===== config.mk =====
export PLATFORM = sky130hd
export DESIGN_NAME = knob_quantizer_hysteresis
export DESIGN_NICKNAME = d
export VERILOG_FILES = /design/src/sv/kqh_pkg.sv /design/src/sv/knob_quantizer_hysteresis.sv /design/src/sv/kqh_divider.sv /design/src/sv/kqh_datapath.sv /design/src/sv/kqh_ctrl.sv
export SDC_FILE = /design/constraint.sdc
export NUM_CORES = 1
export LEC_CHECK = 0
export BUFFER_PORTS_ARGS = -buffer_cell sky130_fd_sc_hd__buf_4
export CAP_MARGIN = 25
export CORE_MARGIN = 1
export CORE_UTILIZATION = 57
export DETAILED_ROUTE_END_ITERATION = 10
export GPL_TIMING_DRIVEN = 0
export HOLD_SLACK_MARGIN = 0.05
export PLACE_DENSITY = 0.83
export SYNTH_ARGS = -nofsm -noshare
export SYNTH_HDL_FRONTEND = slang
export SYNTH_HIERARCHICAL = 1
export SYNTH_SLANG_ARGS = --single-unit

===== constraint.sdc =====
create_clock -name clock -period 4.2 [get_ports clock]
set_clock_uncertainty 0.15 [all_clocks]
set_input_delay 0.42 -clock clock [delete_from_list [all_inputs] [get_ports clock]]
set_output_delay 0.42 -clock clock [all_outputs]
set_load 0.005 [all_outputs]

===== src/sv/kqh_pkg.sv =====
`default_nettype none

package kqh_pkg;

   localparam int HYST_W    = 8;
   localparam int CSR_IDX_W = 2;
   localparam int NV_RESET  = 16;

   localparam logic [CSR_IDX_W-1:0] REG_NUM_VALUES = 2'd0;
   localparam logic [CSR_IDX_W-1:0] REG_HYSTERESIS = 2'd1;

   typedef enum logic [7:0] {
      S_IDLE     = 8'b0000_0001,
      S_STEP_GO  = 8'b0000_0010,
      S_STEP_WT  = 8'b0000_0100,
      S_IDX_GO   = 8'b0000_1000,
      S_IDX_WT   = 8'b0001_0000,
      S_BASE     = 8'b0010_0000,
      S_BAND     = 8'b0100_0000,
      S_EMIT     = 8'b1000_0000
   } kqh_state_type;

   typedef struct packed {
      logic latch_sample;
      logic load_cfg;
      logic div_start;
      logic div_sel_step;
      logic load_step;
      logic load_index;
      logic load_base;
      logic load_band;
      logic load_rsp;
   } kqh_cmd_type;

   typedef struct packed {
      logic outside;
      logic div_done;
   } kqh_status_type;

endpackage

`default_nettype wire


===== src/sv/knob_quantizer_hysteresis.sv =====
// Sample path: one inside the current band goes straight to the emit state and result
//    register; one outside passes index division, base, band (DIV_W = 11 by default).
// One sample at a time, taken in idle; the shared one-bit-per-cycle divider paces it.
// Register write: step and index division, base and band; both channels stall meanwhile.
// Reset: synchronous, active high; 16 positions, no hysteresis, index 0, sample 0.
`default_nettype none

module knob_quantizer_hysteresis
   import kqh_pkg::*;
#(
   parameter int SAMPLE_BITS   = 10,
   parameter int MAX_POSITIONS = 256,
   localparam int NV_W  = ($clog2(MAX_POSITIONS + 1) > 5) ? $clog2(MAX_POSITIONS + 1) : 5,
   localparam int IDX_W = ($clog2(MAX_POSITIONS) > 4) ? $clog2(MAX_POSITIONS) : 4,
   localparam int CSR_W = (NV_W > HYST_W) ? NV_W : HYST_W
) (
   input  wire logic                   clock,
   input  wire logic                   reset,
   input  wire logic                   csr_valid,
   output logic                        csr_ready,
   input  wire logic [CSR_IDX_W-1:0]   csr_index,
   input  wire logic [CSR_W-1:0]       csr_wdata,
   input  wire logic                   req_valid,
   output logic                        req_ready,
   input  wire logic [SAMPLE_BITS-1:0] req_sample,
   output logic                        rsp_valid,
   input  wire logic                   rsp_ready,
   output logic [IDX_W-1:0]            rsp_index,
   output logic                        rsp_changed
);

   kqh_cmd_type    cmd;
   kqh_status_type status;

   kqh_ctrl u_ctrl (
      .clock     (clock),
      .reset     (reset),
      .csr_valid (csr_valid),
      .csr_ready (csr_ready),
      .csr_index (csr_index),
      .req_valid (req_valid),
      .req_ready (req_ready),
      .rsp_valid (rsp_valid),
      .rsp_ready (rsp_ready),
      .cmd       (cmd),
      .status    (status)
   );

   kqh_datapath #(
      .SAMPLE_BITS   (SAMPLE_BITS),
      .MAX_POSITIONS (MAX_POSITIONS),
      .NV_W          (NV_W),
      .IDX_W         (IDX_W),
      .CSR_W         (CSR_W)
   ) u_dp (
      .clock       (clock),
      .reset       (reset),
      .cmd         (cmd),
      .status      (status),
      .csr_index   (csr_index),
      .csr_wdata   (csr_wdata),
      .req_sample  (req_sample),
      .rsp_index   (rsp_index),
      .rsp_changed (rsp_changed)
   );

   a_no_dual_accept: assert property (@(posedge clock) disable iff (reset)
      !(csr_valid && csr_ready && req_valid && req_ready))
      else $error("register write and sample taken in the same cycle");

   a_busy_after_req: assert property (@(posedge clock) disable iff (reset)
      (req_valid && req_ready) |=> (!req_ready && !csr_ready))
      else $error("channels not stalled while a sample is processed");

   a_rsp_no_overwrite: assert property (@(posedge clock) disable iff (reset)
      cmd.load_rsp |-> (!rsp_valid || rsp_ready))
      else $error("pending result overwritten");

   a_div_not_restarted: assert property (@(posedge clock) disable iff (reset)
      cmd.div_start |=> !cmd.div_start)
      else $error("divider restarted while running");

endmodule

`default_nettype wire


===== src/sv/kqh_divider.sv =====
`default_nettype none

module kqh_divider #(
   parameter int W = 11
) (
   input  wire logic         clock,
   input  wire logic         reset,
   input  wire logic         start,
   input  wire logic [W-1:0] dividend,
   input  wire logic [W-1:0] divisor,
   output logic              done,
   output logic [W-1:0]      quotient
);

   localparam int CW = $clog2(W + 1);

   logic          busy_ff, busy_in;
   logic          done_ff, done_in;
   logic [CW-1:0] cnt_ff, cnt_in;
   logic [W-1:0]  rem_ff, rem_in;
   logic [W-1:0]  quo_ff, quo_in;
   logic [W-1:0]  div_ff, div_in;
   logic [W:0]    shifted;
   logic [W:0]    diff;
   logic          ge;

   assign shifted = {rem_ff, quo_ff[W-1]};
   assign ge      = (shifted >= {1'b0, div_ff});
   assign diff    = shifted - {1'b0, div_ff};

   always_comb begin
      busy_in = busy_ff;
      done_in = 1'b0;
      cnt_in  = cnt_ff;
      rem_in  = rem_ff;
      quo_in  = quo_ff;
      div_in  = div_ff;
      if (start) begin
         busy_in = 1'b1;
         cnt_in  = CW'(W);
         rem_in  = '0;
         quo_in  = dividend;
         div_in  = divisor;
      end else if (busy_ff) begin
         rem_in = ge ? diff[W-1:0] : shifted[W-1:0];
         quo_in = {quo_ff[W-2:0], ge};
         cnt_in = cnt_ff - CW'(1);
         if (cnt_ff == CW'(1)) begin
            busy_in = 1'b0;
            done_in = 1'b1;
         end
      end
   end

   always_ff @(posedge clock) begin
      if (reset) begin
         busy_ff <= 1'b0;
         done_ff <= 1'b0;
         cnt_ff  <= '0;
      end else begin
         busy_ff <= busy_in;
         done_ff <= done_in;
         cnt_ff  <= cnt_in;
      end
      rem_ff <= rem_in;
      quo_ff <= quo_in;
      div_ff <= div_in;
   end

   assign done     = done_ff;
   assign quotient = quo_ff;

endmodule

`default_nettype wire


===== src/sv/kqh_datapath.sv =====
`default_nettype none

module kqh_datapath
   import kqh_pkg::*;
#(
   parameter int SAMPLE_BITS   = 10,
   parameter int MAX_POSITIONS = 256,
   parameter int NV_W          = 9,
   parameter int IDX_W         = 8,
   parameter int CSR_W         = 9
) (
   input  wire logic                   clock,
   input  wire logic                   reset,
   input  wire kqh_cmd_type            cmd,
   output kqh_status_type              status,
   input  wire logic [CSR_IDX_W-1:0]   csr_index,
   input  wire logic [CSR_W-1:0]       csr_wdata,
   input  wire logic [SAMPLE_BITS-1:0] req_sample,
   output logic [IDX_W-1:0]            rsp_index,
   output logic                        rsp_changed
);

   localparam int SB         = SAMPLE_BITS;
   localparam int STEP_W     = SB + 1;
   localparam int DIV_W      = (STEP_W > NV_W) ? STEP_W : NV_W;
   localparam int FULL       = 1 << SB;
   localparam int STEP_RESET = FULL / NV_RESET;
   localparam logic [SB-1:0] TOP = SB'(FULL - 1);

   logic [NV_W-1:0]   num_ff, num_in;
   logic [HYST_W-1:0] hyst_ff, hyst_in;
   logic [SB-1:0]     last_ff, last_in;
   logic [STEP_W-1:0] step_ff, step_in;
   logic [HYST_W-1:0] eff_ff, eff_in;
   logic [IDX_W-1:0]  cur_ff, cur_in;
   logic              moved_ff, moved_in;
   logic [SB-1:0]     base_ff, base_in;
   logic [SB-1:0]     low_ff, low_in;
   logic [SB-1:0]     high_ff, high_in;
   logic [IDX_W-1:0]  rsp_index_ff, rsp_index_in;
   logic              rsp_changed_ff, rsp_changed_in;

   logic [DIV_W-1:0]        div_dividend;
   logic [DIV_W-1:0]        div_divisor;
   logic                    div_done;
   logic [DIV_W-1:0]        div_q;
   logic [NV_W-1:0]         wr_num;
   logic [NV_W-1:0]         top_idx;
   logic [STEP_W-1:0]       step_new;
   logic [SB-1:0]           half;
   logic [IDX_W-1:0]        idx_new;
   logic [IDX_W+STEP_W-1:0] prod;
   logic [SB+1:0]           high_sum;

   assign div_dividend = cmd.div_sel_step ? DIV_W'(FULL) : DIV_W'(last_ff);
   assign div_divisor  = cmd.div_sel_step ? DIV_W'(num_ff) : DIV_W'(step_ff);

   kqh_divider #(
      .W (DIV_W)
   ) u_div (
      .clock    (clock),
      .reset    (reset),
      .start    (cmd.div_start),
      .dividend (div_dividend),
      .divisor  (div_divisor),
      .done     (div_done),
      .quotient (div_q)
   );

   assign status.div_done = div_done;
   assign status.outside  = (req_sample < low_ff) || (req_sample > high_ff);

   always_comb begin
      wr_num = csr_wdata[NV_W-1:0];
      if (wr_num == '0)
         wr_num = NV_W'(1);
      else if (wr_num > NV_W'(MAX_POSITIONS))
         wr_num = NV_W'(MAX_POSITIONS);
   end

   assign top_idx  = num_ff - NV_W'(1);
   assign step_new = (div_q[STEP_W-1:0] == '0) ? STEP_W'(1) : div_q[STEP_W-1:0];
   assign half     = step_new[STEP_W-1:1];
   assign idx_new  = (div_q > DIV_W'(top_idx)) ? IDX_W'(top_idx) : IDX_W'(div_q);
   assign prod     = cur_ff * step_ff;
   assign high_sum = (SB+2)'(base_ff) + (SB+2)'(step_ff) + (SB+2)'(eff_ff);

   always_comb begin
      num_in         = num_ff;
      hyst_in        = hyst_ff;
      last_in        = last_ff;
      step_in        = step_ff;
      eff_in         = eff_ff;
      cur_in         = cur_ff;
      moved_in       = moved_ff;
      base_in        = base_ff;
      low_in         = low_ff;
      high_in        = high_ff;
      rsp_index_in   = rsp_index_ff;
      rsp_changed_in = rsp_changed_ff;

      if (cmd.load_cfg) begin
         case (csr_index)
            REG_NUM_VALUES: num_in  = wr_num;
            REG_HYSTERESIS: hyst_in = csr_wdata[HYST_W-1:0];
            default: ;
         endcase
      end
      if (cmd.latch_sample) begin
         last_in  = req_sample;
         moved_in = 1'b0;
      end
      if (cmd.load_step) begin
         step_in = step_new;
         eff_in  = (SB'(hyst_ff) > half) ? half[HYST_W-1:0] : hyst_ff;
      end
      if (cmd.load_index) begin
         cur_in   = idx_new;
         moved_in = (idx_new != cur_ff);
      end
      if (cmd.load_base)
         base_in = prod[SB-1:0];
      if (cmd.load_band) begin
         low_in = (cur_ff == '0) ? '0 : base_ff - SB'(eff_ff);
         if (cur_ff == IDX_W'(top_idx))
            high_in = TOP;
         else
            high_in = (high_sum > (SB+2)'(TOP)) ? TOP : high_sum[SB-1:0];
      end
      if (cmd.load_rsp) begin
         rsp_index_in   = cur_ff;
         rsp_changed_in = moved_ff;
      end
   end

   always_ff @(posedge clock) begin
      if (reset) begin
         num_ff   <= NV_W'(NV_RESET);
         hyst_ff  <= '0;
         last_ff  <= '0;
         step_ff  <= STEP_W'(STEP_RESET);
         eff_ff   <= '0;
         cur_ff   <= '0;
         moved_ff <= 1'b0;
         low_ff   <= '0;
         high_ff  <= SB'(STEP_RESET);
      end else begin
         num_ff   <= num_in;
         hyst_ff  <= hyst_in;
         last_ff  <= last_in;
         step_ff  <= step_in;
         eff_ff   <= eff_in;
         cur_ff   <= cur_in;
         moved_ff <= moved_in;
         low_ff   <= low_in;
         high_ff  <= high_in;
      end
      base_ff        <= base_in;
      rsp_index_ff   <= rsp_index_in;
      rsp_changed_ff <= rsp_changed_in;
   end

   assign rsp_index   = rsp_index_ff;
   assign rsp_changed = rsp_changed_ff;

endmodule

`default_nettype wire


===== src/sv/kqh_ctrl.sv =====
`default_nettype none

module kqh_ctrl
   import kqh_pkg::*;
(
   input  wire logic                 clock,
   input  wire logic                 reset,
   input  wire logic                 csr_valid,
   output logic                      csr_ready,
   input  wire logic [CSR_IDX_W-1:0] csr_index,
   input  wire logic                 req_valid,
   output logic                      req_ready,
   output logic                      rsp_valid,
   input  wire logic                 rsp_ready,
   output kqh_cmd_type               cmd,
   input  wire kqh_status_type       status
);

   kqh_state_type state_ff, state_in;
   logic          item_ff, item_in;
   logic          rsp_valid_ff, rsp_valid_in;

   always_comb begin
      state_in     = state_ff;
      item_in      = item_ff;
      rsp_valid_in = rsp_valid_ff;
      cmd          = '0;
      csr_ready    = (state_ff == S_IDLE);
      req_ready    = (state_ff == S_IDLE) && !csr_valid;

      if (rsp_valid_ff && rsp_ready)
         rsp_valid_in = 1'b0;

      case (state_ff)
         S_IDLE: begin
            if (csr_valid) begin
               if (csr_index inside {REG_NUM_VALUES, REG_HYSTERESIS}) begin
                  item_in      = 1'b0;
                  cmd.load_cfg = 1'b1;
                  state_in     = S_STEP_GO;
               end
            end else if (req_valid) begin
               item_in          = 1'b1;
               cmd.latch_sample = 1'b1;
               state_in         = status.outside ? S_IDX_GO : S_EMIT;
            end
         end
         S_STEP_GO: begin
            cmd.div_start    = 1'b1;
            cmd.div_sel_step = 1'b1;
            state_in         = S_STEP_WT;
         end
         S_STEP_WT: begin
            if (status.div_done) begin
               cmd.load_step = 1'b1;
               state_in      = S_IDX_GO;
            end
         end
         S_IDX_GO: begin
            cmd.div_start = 1'b1;
            state_in      = S_IDX_WT;
         end
         S_IDX_WT: begin
            if (status.div_done) begin
               cmd.load_index = 1'b1;
               state_in       = S_BASE;
            end
         end
         S_BASE: begin
            cmd.load_base = 1'b1;
            state_in      = S_BAND;
         end
         S_BAND: begin
            cmd.load_band = 1'b1;
            state_in      = item_ff ? S_EMIT : S_IDLE;
         end
         S_EMIT: begin
            if (!rsp_valid_ff || rsp_ready) begin
               cmd.load_rsp = 1'b1;
               rsp_valid_in = 1'b1;
               state_in     = S_IDLE;
            end
         end
         default: state_in = S_IDLE;
      endcase
   end

   always_ff @(posedge clock) begin
      if (reset) begin
         state_ff     <= S_IDLE;
         item_ff      <= 1'b0;
         rsp_valid_ff <= 1'b0;
      end else begin
         state_ff     <= state_in;
         item_ff      <= item_in;
         rsp_valid_ff <= rsp_valid_in;
      end
   end

   assign rsp_valid = rsp_valid_ff;

endmodule

`default_nettype wire

==> run_results.csv <==
group,metric,value,unit
drt,drt-pass1-iter-count,5,
logic_synthesis,yosys.area_share.adder,17.6,%
logic_synthesis,syn_inst,1084,
floorplanning,rows,48,
logic_synthesis,synth.cell_area,0.0102,sq mm
clock_network,root_buffer,"clkbuf_16",
sta,setup_violations,0,
power,combPwrFrac,23.5,%
placement,finalWeightedCongestion,0.953,
final_layout,n_antenna_cell,0,
floorplanning,die_area,0.0185,sq mm
clock_network,cts_sinks,143,
sta,finalHoldViolations,0,
clock_network,cts_buffer_depth,2,
logic_synthesis,synth-compound-area-share,14.5,%
final_layout,layout.nets,1287,
power,clkPwrFrac,37.7,%
drt,dr_total_vias,8352,
global_routing,grt_pass1_wl,41300,microns
sta,drv_slew,0,
drt,drtIter0Drc,688,
placement,portBuffers,36,
clock_network,clk-insertion-delay-late,0.44,ns
worst_setup_path,crit_type,"flip-flop to flip-flop",
power,p_int,2.81,mW
global_routing,grt_max_degree,17,
logic_synthesis,muxShareOfSynthArea,6.41,%
logic_synthesis,synth_fp_nets,1233,
clock_network,path_clk_slew,0.07,ns
drt,post-route-drc-count,0,
sta,slew_headroom,51.6,%
logic_synthesis,synthFlopType,"dfxtp_1",
sta,finalWorstPathRequiredPeriod,4.01,ns
drt,wire_per_inst,19.1,microns
worst_setup_path,crit_top_cell,"fa_1",
drt,vias_per_cell,6.07,
logic_synthesis,synth_top_family_by_area,"simple AND/OR/NAND/NOR gates",
global_routing,track_usage,29.5,%
placement,place_hpwl,19500,microns
drt,routed_wl,26200,microns
logic_synthesis,async_reset_ff_share,0,%
power,leakagePower,4.66,nW
floorplanning,coreArea,0.0174,sq mm
global_routing,antenna_found_initial,0,
logic_synthesis,synth-simple-area-share,17.7,%
worst_setup_path,slowest_delay,0.56,ns
floorplanning,io_pins,38,
power,swShare,31.9,%
logic_synthesis,synth_area_per_cell,9.43,sq um
worst_setup_path,start_kind,"flip-flop",
job,cap_violations,0,
global_routing,grt_pass1_vias,8122,
floorplanning,start_util,58.7,%
power,p_switching,1.32,mW
final_layout,drive_above_1_share,13.0,%
placement,dpl_worst_slack,-0.226,ns
min_path,hp-class,"input port to flip-flop",
logic_synthesis,synthDistinctLibCells,90,
sta,timing.final.ws_setup,0.191,ns
logic_synthesis,synth-seq-cells,143,
worst_setup_path,critPathSlowestCell,"fa_1",
worst_setup_path,crit_fanout,10,
final_layout,layout.cells.most_common,"inv_1",
sta,tightest_slew,0.725,ns
logic_synthesis,seq_area_frac_synth,32.0,%
power,power_frac_seq,38.8,%
final_layout,utilization,65.7,%
sta,fmax,249,MHz
final_layout,final_cell_mix,"109 x inv_1, 97 x nor2_1, 93 x dfxtp_1",
worst_setup_path,crit_required,4.24,ns
worst_setup_path,setup.worst_path.end_class,"flip-flop",
power,peakVddDrop,0.348,mV
final_layout,layout.cells.non_filler,1376,
global_routing,grt_overflow,0,
power,power_density,361,mW/mm^2
clock_network,cts_tree,"yes",
logic_synthesis,yosys.area_share.xor_xnor,5.47,%
logic_synthesis,yosys_warnings,6,
floorplanning,die_y,136,microns
clock_network,numCtsBuffers,17,
final_layout,syn_to_final_growth,12.0,%
worst_setup_path,worstPathCellList,"buf_4 -> nand2_1 -> fa_1 -> fa_1 -> fa_1 -> fa_1 -> inv_1 -> ha_1 -> inv_1 -> o21bai_1 -> a21o_1 -> a21oi_2 -> xnor2_1",
logic_synthesis,synth-edff-count,41,
outcome,status,"completed",
sta,fin_crit_sh,95.5,%
placement,dp.cells,1346,
floorplanning,die_w,136,microns
clock_network,htreeDepth,4,
drt,drtAntennaViolNets,0,
worst_setup_path,arrival,4.04,ns
sta,grt_setup_unrepaired,"no",
## layer usage
layer  part of all wire, %  global-route usage [%]  up-vias
met5                     0                       0        -
met4                   2.8                    12.5        0
met3                   7.6                    5.07       65
met2                    47                    48.5      340
met1                    42                    38.2     4012
li1                      -                       -     3935
## path summary, 6_finish.rpt
| check | end | cells after the start | slack [ns] | start |
|---|---|---|---|---|
| max reg2reg | u_dp/base_ff[9] | 13 | 0.19 | u_dp/cur_ff[3] |
| min reg2reg | u_dp/rsp_changed | 0 | 0.28 | u_dp/moved_ff |
| min | u_ctrl/item_ff | 2 | 0.07 | csr_valid |
| max | u_dp/base_ff[9] | 13 | 0.19 | u_dp/cur_ff[3] |
## cell usage after synthesis, drive strengths merged, types with 4 or more instances
master,count,area [sq um]
inv,109,409
dfxtp,102,2040
nor2,98,370
ha,88,1100
nand2,59,221
a21oi,54,278
mux2i,43,430
edfxtp,41,1230
clkbuf,35,131
fa,35,701
xnor2,35,307
o21ai,30,150
and2,28,176
nor2b,24,150
xor2,21,184
mux2,20,225
a211oi,17,145
nor3,17,95.1
buf,16,93.8
nor4,16,166
nand2b,13,83.8
nand3,13,65.1
nor3b,13,103
o21a,11,83.8
a21o,10,75.1
and3,10,63.8
o211ai,10,75.1
a211o,9,78.8
a221oi,9,78.8
a311oi,8,70.1
or3,8,55.1
nor4b,6,73.8
nand4,5,31.3
o2111ai,5,50.0
a21boi,4,30.0
a31o,4,35.0
nand3b,4,30.0
o311ai,4,35.0
## what timing repair did
item                       in CTS  in global routing
hold buffers                    1                  0
hold endpoints to repair        1                  0
gates resized for setup        11                 21
setup buffers                   0                  1
pin swaps                       0                  1
setup endpoints to repair       2                  2
## cells by family (layout without fill, tap and decap cells)
family / Yosys count / count (layout)
simple gates: 328 / 328
compound gates: 208 / 208
flops: 143 / 143
xor+xnor: 59 / 59
mux: 63 / 63
fa+ha+maj: 123 / 123
buf+inv: 160 / 227
## critical path, delay by kind of cell, from the launching register on
kind	cells	cell delay [ns]
fa+ha+maj	5	2.27
compound gates	3	0.44
flops	1	0.36
buf+inv	3	0.31
xor+xnor	1	0.12
simple gates	1	0.09
## cell type report
| type | instances | area, sq um |
|---|---|---|
| clock buffer | 17 | 425 |
| clock inverter | 15 | 175 |
| tap | 225 | 282 |
| sequential | 143 | 3290 |
| inverter | 109 | 409 |
| buffer | 47 | 238 |
| multi-input combinational | 781 | 6330 |
| timing repair buffer | 39 | 295 |
| fill | 1345 | 5970 |
## power groups by stage
| stage | sequential, mW | combinational, mW | clock, mW |
|---|---|---|---|
| 6_report | 1.61 | 0.970 | 1.56 |
| 5_1_grt | 1.61 | 1.07 | 1.62 |
| 4_1_cts | 1.60 | 0.955 | 1.57 |
| 3_5_place_dp | 1.63 | 0.942 | 0 |
| 3_3_place_gp | 1.63 | 0.925 | 0 |
| 2_1_floorplan | 1.59 | 0.739 | 0 |
## flip-flops by register name, summed over array words and instances, names as in the netlist, 8 cells and up
signal	cells
u_dp/step_ff	11
u_dp/u_div/div_ff	11
u_dp/u_div/quotient	11
u_dp/u_div/rem_ff	11
u_dp/base_ff	10
u_dp/high_ff	10
u_dp/last_ff	10
u_dp/low_ff	10
u_dp/num_ff	9
u_ctrl/state_ff	8
u_dp/cur_ff	8
u_dp/eff_ff	8
u_dp/hyst_ff	8
u_dp/rsp_index	8
## metrics by stage
stage	total power, mW	hold WS (ns)	TNS, ns	cell area, sq um
3_5_place_dp	2.57	0.265	-0.308	10800
4_1_cts	4.12	0.0567	0	11400
6_report	4.13	0.0667	0	11400
2_1_floorplan	2.33	0.251	0	10200
3_3_place_gp	2.55	0.263	-0.271	10800
5_1_grt	4.30	0.0734	0	11400
(Power assumes the default switching activity.)
